==> src/sv/sdld_pkg.sv <==
// Shared types, constants and status codes of the signed decimal long divider.
package sdld_pkg;

   // Fixed field widths
   localparam int OPERAND_W   = 32;
   localparam int SCALE_W     = 6;
   localparam int DIGIT_CNT_W = 4;

   // Defaults for the top-level parameters
   localparam int FRACTION_DIGITS_DEF = 8;
   localparam int DATA_WIDTH_DEF      = 32;

   // Restoring divider step counts
   localparam int INT_STEPS    = OPERAND_W;
   localparam int DIGIT_STEPS  = 4;
   localparam int STEP_CNT_W   = $clog2(INT_STEPS);

   typedef enum logic [1:0] {
      STATUS_OK   = 2'd0,
      STATUS_DIV0 = 2'd1,
      STATUS_OVF  = 2'd2
   } status_type;

   typedef enum logic [2:0] {
      ST_IDLE,
      ST_INT,
      ST_QCHK,
      ST_DTEST,
      ST_DSTEP,
      ST_DACC
   } state_type;

   // Controller to datapath commands
   typedef struct packed {
      logic                   start_ld;
      logic                   div_step;
      logic                   dig_ld;
      logic                   acc_ld;
      logic                   acc_add;
      logic                   fin;
      status_type             fin_status;
      logic [DIGIT_CNT_W-1:0] fin_digits;
   } cmd_type;

   // Datapath to controller status
   typedef struct packed {
      logic div0;
      logic q_ovf;
      logic rem_zero;
      logic rem_big;
      logic acc_ovf;
   } sts_type;

endpackage

==> src/sv/sdld_ctrl.sv <==
// Sequencer of the signed decimal long divider: integer phase, digit phase, finish.
module sdld_ctrl #(
   parameter int FRACTION_DIGITS = sdld_pkg::FRACTION_DIGITS_DEF
) (
   input  logic              clock,
   input  logic              reset,
   input  logic              start,
   output logic              busy,
   output logic              rsp_valid,
   input  sdld_pkg::sts_type sts,
   output sdld_pkg::cmd_type cmd
);

   localparam logic [sdld_pkg::STEP_CNT_W-1:0] INT_LAST =
      sdld_pkg::STEP_CNT_W'(sdld_pkg::INT_STEPS - 1);
   localparam logic [sdld_pkg::STEP_CNT_W-1:0] DIG_LAST =
      sdld_pkg::STEP_CNT_W'(sdld_pkg::DIGIT_STEPS - 1);
   localparam logic [sdld_pkg::DIGIT_CNT_W-1:0] DIG_MAX =
      sdld_pkg::DIGIT_CNT_W'(FRACTION_DIGITS);

   sdld_pkg::state_type                 state_ff, state_in;
   logic [sdld_pkg::STEP_CNT_W-1:0]     cnt_ff, cnt_in;
   logic [sdld_pkg::DIGIT_CNT_W-1:0]    dig_ff, dig_in;
   logic                                valid_ff, valid_in;

   // State, counters and result strobe
   always_ff @(posedge clock) begin
      if (reset) begin
         state_ff <= sdld_pkg::ST_IDLE;
         cnt_ff   <= '0;
         dig_ff   <= '0;
         valid_ff <= 1'b0;
      end else begin
         state_ff <= state_in;
         cnt_ff   <= cnt_in;
         dig_ff   <= dig_in;
         valid_ff <= valid_in;
      end
   end

   // Next state and commands
   always_comb begin
      state_in       = state_ff;
      cnt_in         = cnt_ff;
      dig_in         = dig_ff;
      valid_in       = 1'b0;
      cmd            = '0;
      cmd.fin_digits = dig_ff;
      case (state_ff)
         sdld_pkg::ST_IDLE: begin
            if (start) begin
               cmd.start_ld = 1'b1;
               cnt_in       = '0;
               state_in     = sdld_pkg::ST_INT;
            end
         end
         sdld_pkg::ST_INT: begin
            if (sts.div0) begin
               cmd.fin        = 1'b1;
               cmd.fin_status = sdld_pkg::STATUS_DIV0;
               valid_in       = 1'b1;
               state_in       = sdld_pkg::ST_IDLE;
            end else begin
               cmd.div_step = 1'b1;
               cnt_in       = cnt_ff + 1'b1;
               if (cnt_ff == INT_LAST) begin
                  state_in = sdld_pkg::ST_QCHK;
               end
            end
         end
         sdld_pkg::ST_QCHK: begin
            if (sts.q_ovf) begin
               cmd.fin        = 1'b1;
               cmd.fin_status = sdld_pkg::STATUS_OVF;
               valid_in       = 1'b1;
               state_in       = sdld_pkg::ST_IDLE;
            end else begin
               cmd.acc_ld = 1'b1;
               dig_in     = '0;
               state_in   = sdld_pkg::ST_DTEST;
            end
         end
         sdld_pkg::ST_DTEST: begin
            // stop on an exact remainder or when all digits are out
            if (sts.rem_zero || (dig_ff == DIG_MAX)) begin
               cmd.fin        = 1'b1;
               cmd.fin_status = sdld_pkg::STATUS_OK;
               valid_in       = 1'b1;
               state_in       = sdld_pkg::ST_IDLE;
            end else if (sts.rem_big) begin
               cmd.fin        = 1'b1;
               cmd.fin_status = sdld_pkg::STATUS_OVF;
               valid_in       = 1'b1;
               state_in       = sdld_pkg::ST_IDLE;
            end else begin
               cmd.dig_ld = 1'b1;
               cnt_in     = '0;
               state_in   = sdld_pkg::ST_DSTEP;
            end
         end
         sdld_pkg::ST_DSTEP: begin
            cmd.div_step = 1'b1;
            cnt_in       = cnt_ff + 1'b1;
            if (cnt_ff == DIG_LAST) begin
               state_in = sdld_pkg::ST_DACC;
            end
         end
         sdld_pkg::ST_DACC: begin
            if (sts.acc_ovf) begin
               cmd.fin        = 1'b1;
               cmd.fin_status = sdld_pkg::STATUS_OVF;
               valid_in       = 1'b1;
               state_in       = sdld_pkg::ST_IDLE;
            end else begin
               cmd.acc_add = 1'b1;
               dig_in      = dig_ff + 1'b1;
               state_in    = sdld_pkg::ST_DTEST;
            end
         end
         default: begin
            state_in = sdld_pkg::ST_IDLE;
         end
      endcase
   end

   assign busy      = (state_ff != sdld_pkg::ST_IDLE);
   assign rsp_valid = valid_ff;

endmodule

==> src/sv/sdld_datapath.sv <==
// Datapath of the signed decimal long divider: shared restoring divider, accumulator, result.
module sdld_datapath #(
   parameter int DATA_WIDTH = sdld_pkg::DATA_WIDTH_DEF
) (
   input  logic                                clock,
   input  logic signed [sdld_pkg::OPERAND_W-1:0] req_dividend,
   input  logic signed [sdld_pkg::OPERAND_W-1:0] req_divisor,
   input  logic signed [sdld_pkg::SCALE_W-1:0]   req_scale_in,
   input  sdld_pkg::cmd_type                   cmd,
   output sdld_pkg::sts_type                   sts,
   output logic signed [sdld_pkg::OPERAND_W-1:0] rsp_scaled_result,
   output logic signed [sdld_pkg::SCALE_W-1:0]   rsp_decimal_exponent,
   output logic [1:0]                          rsp_status
);

   localparam int OW = sdld_pkg::OPERAND_W;
   localparam int SW = sdld_pkg::SCALE_W;
   // compare width: holds the magnitude limit, ten times the accumulator, and ten times a remainder
   localparam int CW = ((DATA_WIDTH > OW) ? DATA_WIDTH : OW) + 4;
   localparam int AW = DATA_WIDTH - 1;
   localparam logic [CW-1:0] LIM       = (CW'(1) << (DATA_WIDTH - 1)) - CW'(1);
   localparam logic [CW-1:0] LIM_DIV10 = LIM / 10;

   logic [OW-1:0]     a_bits, b_bits, a_mag, b_mag;
   logic [OW-1:0]     mb_ff, rem_ff, sh_ff;
   logic              neg_ff;
   logic [SW-1:0]     scale_ff;
   logic [AW-1:0]     acc_ff;
   logic [OW-1:0]     res_ff;
   logic [SW-1:0]     exp_ff;
   sdld_pkg::status_type status_ff;

   logic [OW:0]       trial, diff;
   logic              take;
   logic [OW+3:0]     times_ten;
   logic [3:0]        digit;
   logic [CW-1:0]     acc_x, sh_x, rem_x, digit_x, acc_nx, signed_x;

   // Operand magnitudes
   assign a_bits = req_dividend;
   assign b_bits = req_divisor;
   assign a_mag  = a_bits[OW-1] ? (OW'(0) - a_bits) : a_bits;
   assign b_mag  = b_bits[OW-1] ? (OW'(0) - b_bits) : b_bits;

   // One restoring step: shift in the next dividend bit, subtract if it fits
   assign trial = {rem_ff, sh_ff[OW-1]};
   assign diff  = trial - {1'b0, mb_ff};
   assign take  = ~diff[OW];

   // Remainder times ten for the next digit
   assign times_ten = {1'b0, rem_ff, 3'b000} + {3'b000, rem_ff, 1'b0};

   // Accumulator times ten plus the new digit
   assign digit   = sh_ff[3:0];
   assign acc_x   = {{(CW-AW){1'b0}}, acc_ff};
   assign sh_x    = {{(CW-OW){1'b0}}, sh_ff};
   assign rem_x   = {{(CW-OW){1'b0}}, rem_ff};
   assign digit_x = {{(CW-4){1'b0}}, digit};
   assign acc_nx  = {acc_x[CW-4:0], 3'b000} + {acc_x[CW-2:0], 1'b0} + digit_x;

   // Status toward the controller
   assign sts.div0     = (mb_ff == '0);
   assign sts.q_ovf    = (sh_x > LIM);
   assign sts.rem_zero = (rem_ff == '0);
   assign sts.rem_big  = (rem_x > LIM_DIV10);
   assign sts.acc_ovf  = (digit_x > LIM) || (acc_nx > LIM);

   // Signed result, low word of the two's complement value
   assign signed_x = neg_ff ? (CW'(0) - acc_x) : acc_x;

   // Operand capture and divider registers
   always_ff @(posedge clock) begin
      if (cmd.start_ld) begin
         mb_ff    <= b_mag;
         neg_ff   <= (a_mag != '0) && (a_bits[OW-1] != b_bits[OW-1]);
         scale_ff <= req_scale_in;
         rem_ff   <= '0;
         sh_ff    <= a_mag;
      end else if (cmd.dig_ld) begin
         rem_ff <= times_ten[OW+3:4];
         sh_ff  <= {times_ten[3:0], {(OW-4){1'b0}}};
      end else if (cmd.div_step) begin
         rem_ff <= take ? diff[OW-1:0] : trial[OW-1:0];
         sh_ff  <= {sh_ff[OW-2:0], take};
      end
   end

   // Accumulator: load the integer quotient, then append digits
   always_ff @(posedge clock) begin
      if (cmd.acc_ld) begin
         acc_ff <= sh_x[AW-1:0];
      end else if (cmd.acc_add) begin
         acc_ff <= acc_nx[AW-1:0];
      end
   end

   // Result word; errors give zero payload
   always_ff @(posedge clock) begin
      if (cmd.fin) begin
         status_ff <= cmd.fin_status;
         if (cmd.fin_status == sdld_pkg::STATUS_OK) begin
            res_ff <= signed_x[OW-1:0];
            exp_ff <= scale_ff + {{(SW-sdld_pkg::DIGIT_CNT_W){1'b0}}, cmd.fin_digits};
         end else begin
            res_ff <= '0;
            exp_ff <= '0;
         end
      end
   end

   assign rsp_scaled_result    = res_ff;
   assign rsp_decimal_exponent = exp_ff;
   assign rsp_status           = status_ff;

endmodule

==> src/sv/signed_decimal_long_divider.sv <==
// Top level of the signed decimal long divider: controller and datapath.
//
//   channel   direction  handshake             fields
//   request   in         start & !busy         req_dividend, req_divisor, req_scale_in
//   response  out        rsp_valid (1 cycle)   rsp_scaled_result, rsp_decimal_exponent,
//                                              rsp_status
//
// One word at a time. A word with an exact integer quotient gives its result after the
// integer phase and the quotient check; each fraction digit adds one load, four restoring
// steps of the shared subtractor and one accumulate, up to FRACTION_DIGITS digits. A zero
// divisor answers from the first integer step. busy drops in the cycle the strobe shows, so
// the next word can be taken then. Synchronous reset returns to idle and clears the strobe;
// the receiver takes every strobe as it comes.
module signed_decimal_long_divider #(
   parameter int FRACTION_DIGITS = sdld_pkg::FRACTION_DIGITS_DEF,
   parameter int DATA_WIDTH      = sdld_pkg::DATA_WIDTH_DEF
) (
   input  logic                                  clock,
   input  logic                                  reset,
   input  logic                                  start,
   output logic                                  busy,
   input  logic signed [sdld_pkg::OPERAND_W-1:0] req_dividend,
   input  logic signed [sdld_pkg::OPERAND_W-1:0] req_divisor,
   input  logic signed [sdld_pkg::SCALE_W-1:0]   req_scale_in,
   output logic                                  rsp_valid,
   output logic signed [sdld_pkg::OPERAND_W-1:0] rsp_scaled_result,
   output logic signed [sdld_pkg::SCALE_W-1:0]   rsp_decimal_exponent,
   output logic [1:0]                            rsp_status
);

   sdld_pkg::cmd_type cmd;
   sdld_pkg::sts_type sts;

   // Sequencer
   sdld_ctrl #(
      .FRACTION_DIGITS (FRACTION_DIGITS)
   ) u_ctrl (
      .clock     (clock),
      .reset     (reset),
      .start     (start),
      .busy      (busy),
      .rsp_valid (rsp_valid),
      .sts       (sts),
      .cmd       (cmd)
   );

   // Divider, accumulator and result registers
   sdld_datapath #(
      .DATA_WIDTH (DATA_WIDTH)
   ) u_datapath (
      .clock                (clock),
      .req_dividend         (req_dividend),
      .req_divisor          (req_divisor),
      .req_scale_in         (req_scale_in),
      .cmd                  (cmd),
      .sts                  (sts),
      .rsp_scaled_result    (rsp_scaled_result),
      .rsp_decimal_exponent (rsp_decimal_exponent),
      .rsp_status           (rsp_status)
   );

endmodule

==> config.mk <==
export PLATFORM = sky130hd
export DESIGN_NAME = signed_decimal_long_divider
export DESIGN_NICKNAME = d
export VERILOG_FILES = /design/src/sv/sdld_pkg.sv /design/src/sv/sdld_ctrl.sv /design/src/sv/sdld_datapath.sv /design/src/sv/signed_decimal_long_divider.sv
export SDC_FILE = /design/constraint.sdc
export NUM_CORES = 1
export LEC_CHECK = 0
export BUFFER_PORTS_ARGS = -buffer_cell sky130_fd_sc_hd__buf_2
export CELL_PAD_IN_SITES_DETAIL_PLACEMENT = 1
export CELL_PAD_IN_SITES_GLOBAL_PLACEMENT = 2
export CORE_ASPECT_RATIO = 0.7
export CORE_MARGIN = 2
export CORE_UTILIZATION = 42
export DETAILED_ROUTE_END_ITERATION = 10
export GPL_TIMING_DRIVEN = 0
export PLACE_DENSITY = 0.93
export SKIP_LAST_GASP = 1
export SYNTH_ARGS = -nofsm -noshare
export SYNTH_HDL_FRONTEND = slang
export SYNTH_HIERARCHICAL = 1
export SYNTH_SLANG_ARGS = --single-unit
==> constraint.sdc <==
create_clock -name clock -period 9.3 [get_ports clock]
set_clock_uncertainty 0.1 [all_clocks]
set_input_delay 1.86 -clock clock [delete_from_list [all_inputs] [get_ports clock]]
set_output_delay 1.86 -clock clock [all_outputs]
set_load 0.02 [all_outputs]
## Word level (Yosys, flattened, before mapping)

Index checks and enable logic that the tools add are counted.
W data, S select, Z words.

| operators by class | value |
|---|---|
| $add $sub $neg | 10 |
| multiply operators | 0 |
| div/mod/pow operators | 0 |
| magnitude comparators | 4 |
| eq/ne operators | 17 |
| shift operators | 0 |
| muxes and demuxes | 51 |
| bitwise logic cells | 1 |
| reduce and logical (&&, ||, !) cells | 18 |

Operators with widths:

| operator | count |
|---|---|
| $mux W32 | 7 |
| $mux W31 | 4 |
| $logic_not A32 Y1 | 2 |
| $sub A1 B32 Y32 const A | 2 |
| $add A35 B33 Y36 | 1 |
| $add A36 B4 Y36 | 1 |
| $gt A36 B31 Y1 const B | 1 |
| $add A34 B32 Y35 | 1 |
| $mux W3 | 11 |
| $sub A33 B32 Y33 | 1 |
| $gt A32 B28 Y1 const B | 1 |
| $gt A32 B31 Y1 const B | 1 |
| $reduce_bool A32 Y1 | 1 |
| $sub A1 B31 Y32 const A | 1 |
| $gt A4 B31 Y1 const B | 1 |
| $mux W5 | 4 |
| $pmux W5 S4 | 1 |
| $pmux W3 S6 | 1 |
| $mux W1 | 15 |
| $ne A2 B2 Y1 const B | 6 |
| $pmux W3 S4 | 1 |
| $mux W4 | 2 |
| $pmux W4 S2 | 1 |
| $add A6 B4 Y6 | 1 |
| 25 further kinds | 33 |

| storage, ports and cells | value |
|---|---|
| register bits | 187 |
| latch bits | 0 |
| bits in writable memories | 0 |
| memory bits (read-only) | 0 |
| output and inout port bits | 42 |
| logic and storage cells | 116 |
| memories | 0 |

## Logic depth before layout (Yosys ltp)

| logic depth | value |
|---|---|
| depth in word-level cells | 8 |
| mapped depth | 20 |
| gate-level depth less buffers | 18 |

## By module

The synthesis kept the hierarchy.

By module, submodules not included:

| module | times used | cells each | area each (um2) | sequential area each (um2) |
|---|---|---|---|---|
| sdld_datapath | 1 | 1611 | 14518.9 | 4904.7 |
| sdld_ctrl | 1 | 101 | 832.0 | 260.2 |

## Least setup slack after synthesis

No wires, ideal clock.

| timing | value |
|---|---|
| path kind | input to register |
| from | input port start |
| to | register u_datapath.sh_ff[0], enable pin |
| setup time | 387 ps |
| arrival | 5067 ps |
| required time | 8813 ps |
| path slack | 3746 ps |
| cell stages on the path | 7 |
| path through | inv_1 nor2_1 clkbuf_1 clkinv_1 nand2_1 nor2_1 inv_1 |

RTL lines:

| element | RTL line | source |
|---|---|---|
| from (decl) | signed_decimal_long_divider.sv:20 | `input logic start,` |
| to (signal assigned) | sdld_datapath.sv:78 | `sh_ff <= a_mag;` |
| to (signal assigned) | sdld_datapath.sv:81 | `sh_ff <= {times_ten[3:0], {(OW-4){1'b0}}};` |
| to (signal assigned) | sdld_datapath.sv:84 | `sh_ff <= {sh_ff[OW-2:0], take};` |
| to (decl) | sdld_datapath.sv:25 | `logic [OW-1:0] mb_ff, rem_ff, sh_ff;` |

==> metrics.yaml <==
placed_design:
  place_area_sq_mm: 0.0165
  dp_cells: 2303
  place.gp.congestion: 0.911
  post-place-ws_ns: 3.48
  port_buffers: 110
  dp_hpwl_mm: 40.1
synthesis:
  syn-num-nets: 1925
  avgSynthCellArea_sq_um: 8.97
  synth_area_sq_mm: 0.0154
  yosysTopAreaCell: "edfxtp_1"
  yosysSeqAreaShare: 0.336
  yosys_warnings: 6
  netlist_instances: 1712
  synth.area.top_cells: "edfxtp_1 (28%), ha_1 (11%), dfxtp_1 (5.9%)"
  synthArstFlopShare: 0
  ys_types: 81
  ys.flop_type: "edfxtp_1"
  ys_ff_latch: 187
  synth_top_area_frac: 0.278
  synth_edf_count: 142
setup_path:
  worstPathMaxFanout: 10
  crit_type: "flip-flop to flip-flop"
  critPathSlowestCell: "clkbuf_1"
  critPathBufInv: 3
  critical_path_depth: 19
  critical_path.cell_chain: "inv_1, fa_1, fa_1, nand2b_1, a21oi_1, o2111ai_1, a311oi_1, o2111ai_1, nand2_1, o31ai_1, xor2_1, nand4b_1, nand4b_1, nand2_1, a41o_1, or2_2, clkbuf_1, clkbuf_1, nor2_1"
  required_ns: 9.38
  worstPathArrival_ns: 6.22
  crit_path_end_kind: "flip-flop"
  cpLargestDelayFamily: "compound AO/OA/AOI/OAI gates"
  slowest_delay_ns: 0.58
  start_kind: "flip-flop"
  reg2reg_depth: 19
timing:
  hold_viol: 0
  slew_violations: 0
  fin_crit_ns: 6.14
  rsz0062_at_grt: "false"
  setup_violations: 0
  fin_tns_setup_ns: 0
  max_freq_mhz: 163
  worst_pin_slew_ns: 1.33
  fin_ws_ns: 3.16
  finalCritPeriodShare: 0.660
  slew_headroom: 0.113
drt:
  drc: 0
  ant_nets: 0
  drtPass1Iterations: 5
  wire_per_inst_um: 21.7
  wl_mm: 50.7
  drtIter0Drc: 1289
  num_vias: 14247
  avgViaCountPerCell: 6.10
finish:
  final_common_cell: "nand2_1"
  final_nets: 2055
  diodes: 0
  multi_input_area_sq_mm: 0.00963
  layout-drive-gt1-share: 0.0970
  fin_area_sq_mm: 0.0172
  area_growth_pct: 11.8
  regArea_sq_mm: 0.00516
  fillers: 4270
  fin_cells: 2335
  final_cell_mix: "nand2_1 (153), edfxtp_1 (142), o21ai_0 (136)"
global_routing:
  grt_antenna_before_repair: 1
  grt_pass1_vias: 14073
  grt_pass1_wl_mm: 79.3
  grt_start_max_net_pins: 42
  grt.total_usage: 0.267
  grt.overflow.total: 0
floorplanning:
  row_count: 58
  ios: 115
  dieWidth_um: 233
  die_h_um: 164
  start_util: 0.426
  core-area_sq_mm: 0.0360
  die_area_sq_mm: 0.0381
power_and_ir_drop:
  power_density_mw_per_mm2: 295
  ir_worst_vdd_v: 0.000179
  power.leakage_nw: 6.96
flow_run:
  cap_violations: 0
clock_tree:
  root_buffer: "clkbuf_16"
  cts_buffer_depth: 2
  cts_hold_buffers: 0
  cts_tree: "yes"
  cts_resized: 0
  numCtsBuffers: 17
  cts_num_sinks: 187
  h-tree-depth: 4
  clk_pin_slew_worst_paths_ns: 0.08
  clk-insertion-delay-late_ns: 0.46
  post_cts_buffers: 0
worst_hold_path:
  holdPathStages: 2
  hold_class: "flip-flop to flip-flop"
status:
  outcome: "finished, final reports clean"
-- area by class of cell --
cell class	instances	area share
flip-flops and latches	187	0.301
plain buffers	64	0.0147
inverters	83	0.0182
repair buffers	111	0.0332
clock buffers	17	0.0248
clock inverters	15	0.0120
well taps	480	0.0350
multi-input cells	1378	0.561
-- sequential cells by signal, indices dropped and copies added, names as in the netlist --
name,cells
u_datapath/acc_ff,31
u_datapath/rsp_decimal_exponent,6
u_datapath/neg_ff,1
u_datapath/rsp_status,2
u_datapath/rsp_scaled_result,32
u_datapath/mb_ff,32
u_datapath/scale_ff,6
u_ctrl/cnt_ff,5
u_datapath/sh_ff,32
u_ctrl/rsp_valid,1
u_ctrl/dig_ff,4
u_ctrl/state_ff,3
u_datapath/rem_ff,32
-- through the flow --
stage	utilization	power, mW	hold slack, ns
global route	0.477	5.40	0.457
global placement	0.458	4.06	0.377
finish	0.477	5.07	0.414
detailed placement	0.459	4.18	0.401
CTS	0.477	5.02	0.412
floorplan	-	3.33	0.326
-- Yosys cell counts (7+ instances only) --
cell	n
nor2b_1	14
nand2_1	153
clkbuf_1	59
a21o_1	52
a21boi_0	7
xor2_1	80
or3_1	26
dfxtp_1	45
mux2i_1	17
and2_1	10
edfxtp_1	142
o22ai_1	18
nor4_1	20
inv_1	82
nand4_1	19
xnor2_1	90
o41ai_1	12
nand3_1	25
a22oi_1	7
nand2b_1	27
o21a_1	12
or2_2	7
o31ai_1	37
o21bai_1	12
a22o_1	24
nor2_1	118
a311oi_1	10
a211oi_1	22
or4_1	11
nor3_1	28
o211ai_1	12
and3_1	12
o21ai_0	136
a31oi_1	28
ha_1	135
a21oi_1	100
-- cells by family (layout without fill, tap and decap cells) --
kind of cell	Yosys count	after routing	share of synthesized area
adder cells (fa/ha/maj)	140	140	0.117
XOR/XNOR	170	170	0.0970
flip-flops	187	187	0.336
AO/OA/AOI/OAI	541	541	0.232
multiplexers	21	21	0.0140
AND/OR/NAND/NOR	506	506	0.167
buffers and inverters	147	290	0.0368
-- worst min-delay path, delay by kind of cell, from the launching register on --
kind | cells | cell delay, ns
AO/OA/AOI/OAI | 1 | 0.06
AND/OR/NAND/NOR | 1 | 0.06
flip-flops | 1 | 0.34
-- layer usage --
| layer | track usage | up-vias | part of all wire |
|---|---|---|---|
| met1 | 0.414 | 7037 | 0.51 |
| met5 | 0 | - | 0 |
| li1 | - | 6693 | - |
| met3 | 0.0439 | 38 | 0.073 |
| met4 | 0.0544 | 0 | 0.011 |
| met2 | 0.384 | 479 | 0.41 |
-- report_power, final --
part,switching (mW),internal (mW)
registers,0.293,1.24
clock network,0.371,0.435
logic,1.71,1.02
total,2.37,2.69
-- path summary, 6_finish.rpt --
check,from,to,slack (ns)
max,u_datapath/acc_ff[0],u_datapath/rsp_scaled_result[29],3.16
max reg2reg,u_datapath/acc_ff[0],u_datapath/rsp_scaled_result[29],3.16
min,u_ctrl/cnt_ff[4],u_ctrl/cnt_ff[4],0.41
min reg2reg,u_ctrl/cnt_ff[4],u_ctrl/cnt_ff[4],0.41
No activity file was read; power rests on OpenSTA's default activity.
